File: src/particle_motion_wall_bounce_defines.svh
// ----------------------------------------------------------------------------
// particle_motion_wall_bounce_defines.svh
// Assertion macros for the particle motion block.
// ----------------------------------------------------------------------------
`ifndef PARTICLE_MOTION_WALL_BOUNCE_DEFINES_SVH
`define PARTICLE_MOTION_WALL_BOUNCE_DEFINES_SVH

// Check that a condition implies another one in the same cycle.
`define PMWB_ASSERT_SAME(lbl, ante, cons, msg) \
    lbl: assert property (@(posedge clk) disable iff (!rst_n) (ante) |-> (cons)) \
        else $error(msg);

// Check that a condition implies another one in the next cycle.
`define PMWB_ASSERT_NEXT(lbl, ante, cons, msg) \
    lbl: assert property (@(posedge clk) disable iff (!rst_n) (ante) |=> (cons)) \
        else $error(msg);

`endif

File: src/pmwb_pkg.sv
// ----------------------------------------------------------------------------
// pmwb_pkg
// Shared constants, types and functions of the particle motion block.
// ----------------------------------------------------------------------------
package pmwb_pkg;

    localparam int FRAC_BITS     = 8;
    localparam int GRAVITY_FORCE = 10;
    localparam int ACC_NUM       = GRAVITY_FORCE << FRAC_BITS;
    localparam int ACC_W         = $clog2(ACC_NUM + 1);

    localparam int DIV_W      = 48;
    localparam int DIVR_W     = 16;
    localparam int DIV_BITS   = 4;
    localparam int DIV_STAGES = DIV_W / DIV_BITS;

    localparam int ADDR_W = 5;
    localparam logic [ADDR_W-1:0] ADDR_TIME_SCALE  = 5'd0;
    localparam logic [ADDR_W-1:0] ADDR_GRAVITY_ON  = 5'd4;
    localparam logic [ADDR_W-1:0] ADDR_BOX_X_WIDTH = 5'd8;
    localparam logic [ADDR_W-1:0] ADDR_BOX_Y_WIDTH = 5'd12;
    localparam logic [ADDR_W-1:0] ADDR_WALL_MARGIN = 5'd16;

    typedef struct packed {
        logic [31:0] last_time;
        logic [31:0] pos_x;
        logic [31:0] pos_y;
        logic [31:0] pos_z;
        logic [31:0] vel_x;
        logic [31:0] vel_y;
        logic [31:0] vel_z;
        logic        mass_zero;
    } rec_t;

    typedef struct packed {
        logic [31:0]      now;
        logic [31:0]      dt;
        logic [ACC_W-1:0] acc;
        logic             mass_zero;
        logic [31:0]      px;
        logic [31:0]      py;
        logic [31:0]      pz;
        logic [31:0]      vx;
        logic [31:0]      vy;
        logic [31:0]      vz;
        logic [31:0]      ta;
        logic [31:0]      tb;
        logic [31:0]      tc;
        logic [31:0]      half;
        logic [32:0]      dd;
    } st_t;

    typedef struct packed {
        logic        flip;
        logic [31:0] pos;
    } refl_t;

    function automatic refl_t reflect_axis(logic [31:0] p, logic [15:0] width,
                                           logic [14:0] margin);
        logic signed [33:0] ps;
        logic signed [33:0] hi;
        logic signed [33:0] lo;
        logic signed [33:0] sum;
        refl_t              r;
        ps  = 34'(signed'(p));
        hi  = 34'(signed'({2'b00, width})) - 34'(signed'({3'b000, margin}));
        hi  = hi <<< FRAC_BITS;
        lo  = 34'(signed'({3'b000, margin})) <<< FRAC_BITS;
        r.flip = 1'b1;
        if (ps >= hi) begin
            sum = (hi <<< 1) - ps;
        end else if (ps <= lo) begin
            sum = (lo <<< 1) - ps;
        end else begin
            sum    = ps;
            r.flip = 1'b0;
        end
        r.pos = sum[31:0];
        return r;
    endfunction

endpackage

File: src/pmwb_div.sv
// ----------------------------------------------------------------------------
// pmwb_div
// Pipelined restoring divider, DIV_BITS (4) quotient bits per stage.
// ----------------------------------------------------------------------------
module pmwb_div import pmwb_pkg::*;
(
    input  logic              clk,
    input  logic              en,
    input  logic [DIV_W-1:0]  dividend,
    input  logic [DIVR_W-1:0] divisor,
    output logic [DIV_W-1:0]  quotient
);

    logic [DIV_W-1:0]  w_reg [DIV_STAGES];
    logic [DIVR_W-1:0] r_reg [DIV_STAGES];
    logic [DIVR_W-1:0] d_reg [DIV_STAGES];

    for (genvar s = 0; s < DIV_STAGES; s++) begin : g_st
        logic [DIV_W-1:0]  w_src;
        logic [DIVR_W-1:0] r_src;
        logic [DIVR_W-1:0] d_src;
        logic [DIV_W-1:0]  w_next;
        logic [DIVR_W-1:0] r_next;

        if (s == 0) begin : g_first
            assign w_src = dividend;
            assign r_src = '0;
            assign d_src = divisor;
        end else begin : g_rest
            assign w_src = w_reg[s-1];
            assign r_src = r_reg[s-1];
            assign d_src = d_reg[s-1];
        end

        always_comb
        begin
            logic [DIVR_W:0] t;
            w_next = w_src;
            r_next = r_src;
            for (int j = 0; j < DIV_BITS; j++)
            begin
                t = {r_next, w_next[DIV_W-1]};
                if (t >= {1'b0, d_src})
                begin
                    r_next = DIVR_W'(t - {1'b0, d_src});
                    w_next = {w_next[DIV_W-2:0], 1'b1};
                end
                else
                begin
                    r_next = t[DIVR_W-1:0];
                    w_next = {w_next[DIV_W-2:0], 1'b0};
                end
            end
        end

        always_ff @(posedge clk)
        begin
            if (en)
            begin
                w_reg[s] <= w_next;
                r_reg[s] <= r_next;
                d_reg[s] <= d_src;
            end
        end
    end

    assign quotient = w_reg[DIV_STAGES-1];

endmodule

File: config.mk
export PLATFORM = sky130hd
export DESIGN_NAME = pmwb_div
export DESIGN_NICKNAME = d
export VERILOG_FILES = /design/src/particle_motion_wall_bounce_defines.svh /design/src/pmwb_pkg.sv /design/src/pmwb_div.sv
export SDC_FILE = /design/constraint.sdc
export NUM_CORES = 2
export LEC_CHECK = 0
export BUFFER_PORTS_ARGS = -buffer_cell sky130_fd_sc_hd__buf_2
export CORE_MARGIN = 4
export CORE_UTILIZATION = 42
export CTS_CLUSTER_DIAMETER = 40
export DETAILED_ROUTE_END_ITERATION = 16
export SETUP_SLACK_MARGIN = 0.1
export SLEW_MARGIN = 20
export SYNTH_ARGS = -nofsm -noshare
export SYNTH_HDL_FRONTEND = slang
export SYNTH_SLANG_ARGS = --single-unit
File: constraint.sdc
create_clock -name clk -period 23.8 [get_ports clk]
set_input_delay 2.38 -clock clk [delete_from_list [all_inputs] [get_ports clk]]
set_output_delay 2.38 -clock clk [all_outputs]
set_load 0.03 [all_outputs]
## Word level (Yosys, flattened, before mapping)

Memory sizes are Yosys's and may differ from the RTL's.
Index checks and enable logic that the tools add are counted.

| cells by class | value |
|---|---|
| $add $sub $neg | 48 |
| magnitude comparators | 48 |
| multiplexer cells | 98 |

Operators by type and width:

| kind | number |
|---|---|
| $ge 17x16->1 | 47 |
| $mux 16 | 48 |
| $sub 16x16->16 | 47 |
| $mux 1 | 50 |
| $ge 1x16->1 | 1 |
| $sub 1x16->16 | 1 |

| storage, ports and cells | value |
|---|---|
| register bits after elaboration | 0 |
| bits in writable memories | 960 |
| input bits | 66 |
| output and inout bits | 48 |
| logic and storage cells | 197 |
| memories | 3 |

Memory list:

| memory | depth | bits a word | rd ports | clocked after Yosys merged registers in | wr ports | RTL line | text |
|---|---|---|---|---|---|---|---|
| w_reg | 12 | 48 | 12 | 0 | 12 | pmwb_div.sv:14 | `logic [DIV_W-1:0] w_reg [DIV_STAGES];` |
| d_reg | 12 | 16 | 11 | 0 | 12 | pmwb_div.sv:16 | `logic [DIVR_W-1:0] d_reg [DIV_STAGES];` |
| r_reg | 12 | 16 | 11 | 0 | 12 | pmwb_div.sv:15 | `logic [DIVR_W-1:0] r_reg [DIV_STAGES];` |

## Logic depth before layout (Yosys ltp)

An unclocked memory read counts as a cell.

| logic depth | value |
|---|---|
| depth after elaboration | 9 |
| mapped depth | 53 |

## Worst setup path before layout

OpenSTA, ideal clock, no wires.

| timing path | value |
|---|---|
| path type | input port to flip-flop |
| start | input dividend[47] |
| end | memory r_reg[0][11] (data pin) |
| setup time | 0.260 ns |
| data arrival time | 11.158 ns |
| required time | 23.540 ns |
| setup slack | 12.382 ns |
| stages | 43 |
| buffers on the path | 4 |
| path through | inv_1 ha_1 inv_1 ha_1 a21oi_1 nor3_2 mux2i_1 ha_1 nor2b_1 o21ai_0 a21oi_1 o31ai_1 a311oi_1 o31ai_1 and2_1 clkbuf_1 clkbuf_1 nor2_1 (+7 left out) nor2_1 inv_1 buf_1 o21ai_0 inv_1 ha_1 nor2b_1 o21ai_0 a21boi_0 o21ai_0 a21o_1 a21oi_1 o31ai_1 a211oi_1 nor4_4 inv_1 buf_2 mux2_2 |

RTL lines:

| item | RTL line | text |
|---|---|---|
| start: declaration | pmwb_div.sv:9 | `input logic [DIV_W-1:0] dividend,` |
| end: declaration | pmwb_div.sv:15 |  |

==> impl_metrics.csv <==
group,metric,value,unit
outcome,status,"finished, final reports clean",
finish,antenna_cells,0,
critical_path,path_depth,44,
grt,grt_pass1_wl,277000,microns
yosys,async_flop_share,0,
yosys,ys_warn_count,0,
critical_path,start_kind,"flip-flop",
critical_path,path_delay_family,"compound AO/OA/AOI/OAI gates",
clocking,cts_buffers,155,
clocking,cts-root-buf,"clkbuf_16",
critical_path,reg2reg_slack,10670,ps
yosys,yosys-top-cells-area,"edfxtp_1 40%, ha_1 13%, mux2_2 5.0%, xnor2_1 4.4%, a21oi_1 3.5%",
finish,final_nets,7849,
critical_path,critPathCapture,"r_reg[1][6]",
floorplan,core,165000,sq um
grt,grt_max_degree,101,
clocking,clk_pin_slew,60,ps
yosys,avgSynthCellArea,10.3,sq um
sta,setup_viol,0,
finish,drive_above_1_share,0.118,
placement,dp_hpwl,136000,microns
placement,gp_congestion,0.908,
finish,synthToLayoutAreaGrowth,12.1,%
sta,slew_headroom,0.279,
drt,finalWirelength,174000,microns
floorplan,die_w,416,microns
critical_path,worstPathArrival,13650,ps
drt,drtIter0Drc,3780,
drt,top_layer_used,"met4",
yosys,syn_nets,7648,
yosys,synth_top_cell_by_area,"edfxtp_1",
sta,hold_violations,0,
clocking,tritoncts,"built",
floorplan,rows,149,
sta,rsz0062_at_grt,"false",
floorplan,chipHeight,416,microns
sta,fin_crit_sh,0.552,
sta,tightest_slew,1080,ps
critical_path,critPathMaxStageDelay,740,ps
run,cap_viol_max_count,0,
yosys,synth_seq_cells,928,
yosys,syn_area,70000,sq um
yosys,synth_enable_flop_cells,928,
drt,drtPass1Iterations,5,
critical_path,required,24320,ps
sta,period_minus_slack,13130,ps
critical_path,cp_num_buf_inv,4,
critical_path,crit_top_cell,"a21oi_1",
clocking,ctsResizeCount,0,
clocking,numClockSinks,928,
drt,via_count,52200,
placement,io_buffer_count,113,
grt,grt.overflow.total,0,
drt,dr_wl_met2,80900,microns
critical_path,endpoint_kind,"flip-flop",
critical_path,r2r-end,"r_reg[1][6]",
critical_path,slowest_stage,"o311ai_2",
clocking,h-tree-depth,4,
floorplan,initial_utilization,0.424,
drt,wl_per_cell,18.7,microns
grt,grt_pass1_vias,51300,
clocking,hold_buffers,0,
floorplan,die_area,173000,sq um
yosys,ys_seq_area_frac,0.398,
clocking,clock_path_buffers,3,
drt,wl_met3,6410,microns
grt,track_usage,0.197,
yosys,syn-instance-count,6782,
clocking,cts_setup_buffers,0,
sta,maxSlewViolCount,0,
drt,antenna_left,0,
yosys,ys.flop_type,"edfxtp_1",
clocking,insertion_delay,810,ps
min_path,hold_path.class,"reg -> reg",
yosys,synth.top_cell.area_share,0.398,
sta,clock_skew,33.7,ps
sta,tns,0,ps
sta,fmax,0.0762,GHz
drt,wl_met1,81300,microns
critical_path,r2r_cells,44,
floorplan,ioPinCount,114,
grt,antenna_found_initial,2,
critical_path,crit_type,"reg -> reg",
drt,drc,0,
drt,drt-vias-per-instance,5.61,
critical_path,crit_start,"d_reg[0][1]",
critical_path,path_max_fanout,29,
critical_path,r2r-start,"d_reg[0][1]",
finish,num-fill-cells,15200,
yosys,synth.distinct_cells,109,
finish,largest_reg_flops,576,
## how the worst min path moves through the flow
stage / endpoint / slack (ps) / startpoint / cells after the start
2_1_floorplan: w_reg[0][100] / 400 / w_reg[0][48] / 0
3_3_place_gp: w_reg[2][57] / 400 / w_reg[2][5] / 0
6_report: w_reg[2][24] / 390 / w_reg[1][164] / 0
4_1_cts: w_reg[2][24] / 390 / w_reg[1][164] / 0
5_1_grt: w_reg[1][138] / 400 / w_reg[1][86] / 0
3_5_place_dp: w_reg[0][108] / 400 / w_reg[0][56] / 0
## cell type report
class | instances | area, sq um | area share
Tap cell | 2189 | 2740 | 0.0349
Multi-Input combinational cell | 5235 | 39800 | 0.507
Clock inverter | 117 | 1430 | 0.0182
Inverter | 523 | 1970 | 0.0250
Clock buffer | 169 | 3930 | 0.0501
Timing Repair Buffer | 140 | 778 | 0.00991
Sequential cell | 928 | 27900 | 0.355
## per-stage QoR
stage / hold WS, ps / worst slack (ps) / cells / util / cell area [sq um]
4_1_cts: 387 / 10710 / 9301 / 0.475 / 78500
5_1_grt: 396 / 9590 / 9301 / 0.475 / 78500
3_5_place_dp: 405 / 10160 / 9015 / 0.442 / 73100
3_3_place_gp: 400 / 10460 / 9015 / 0.442 / 73100
2_1_floorplan: 400 / 12380 / 6782 / - / 70000
6_report: 390 / 10670 / 9301 / 0.475 / 78500
## placed cells by master (no fill, tap or decap), types with 218 or more instances in the layout
cell type / Yosys / layout
a21o_1: 218 / 218
a21oi_1: 493 / 493
edfxtp_1: 928 / 928
ha_1: 754 / 754
inv_1: 516 / 516
mux2_2: 311 / 311
nand2_1: 428 / 428
nor2_1: 446 / 445
o21ai_0: 391 / 391
xnor2_1: 352 / 352
## logic make-up (layout without fill, tap and decap cells)
group                      after synthesis  in the layout  share of synthesized area
adders and majority gates              800            800                      0.148
and+or+nand+nor                       1689           1689                      0.118
muxes                                  413            413                     0.0668
buffers and inverters                  619            949                     0.0344
DFF                                    928            928                      0.398
xor gates and xnor gates               529            529                     0.0661
AOI/OAI and AO/OA                     1804           1804                      0.169
## routing by layer
metal,GRT usage,vias to the layer above
li1,-,25900
met1,0.266,24900
met2,0.329,1067
met3,0.0248,314
met4,0.0658,0
met5,0,-
## synth_stat cells (all sizes together), types with 71 or more instances
cell	number
a21o	218
nand2b	73
nor3	136
mux2	346
ha	754
nand2	428
xnor2	352
a21oi	497
nand4	130
o21a	107
o21bai	71
nor2	447
o21ai	397
inv	522
edfxtp	928
nand3	108
nor2b	112
xor2	177
Power is left out: the tool's default activity adds up to more than one toggle a clock period on the data nets, which glitch-free logic cannot reach.
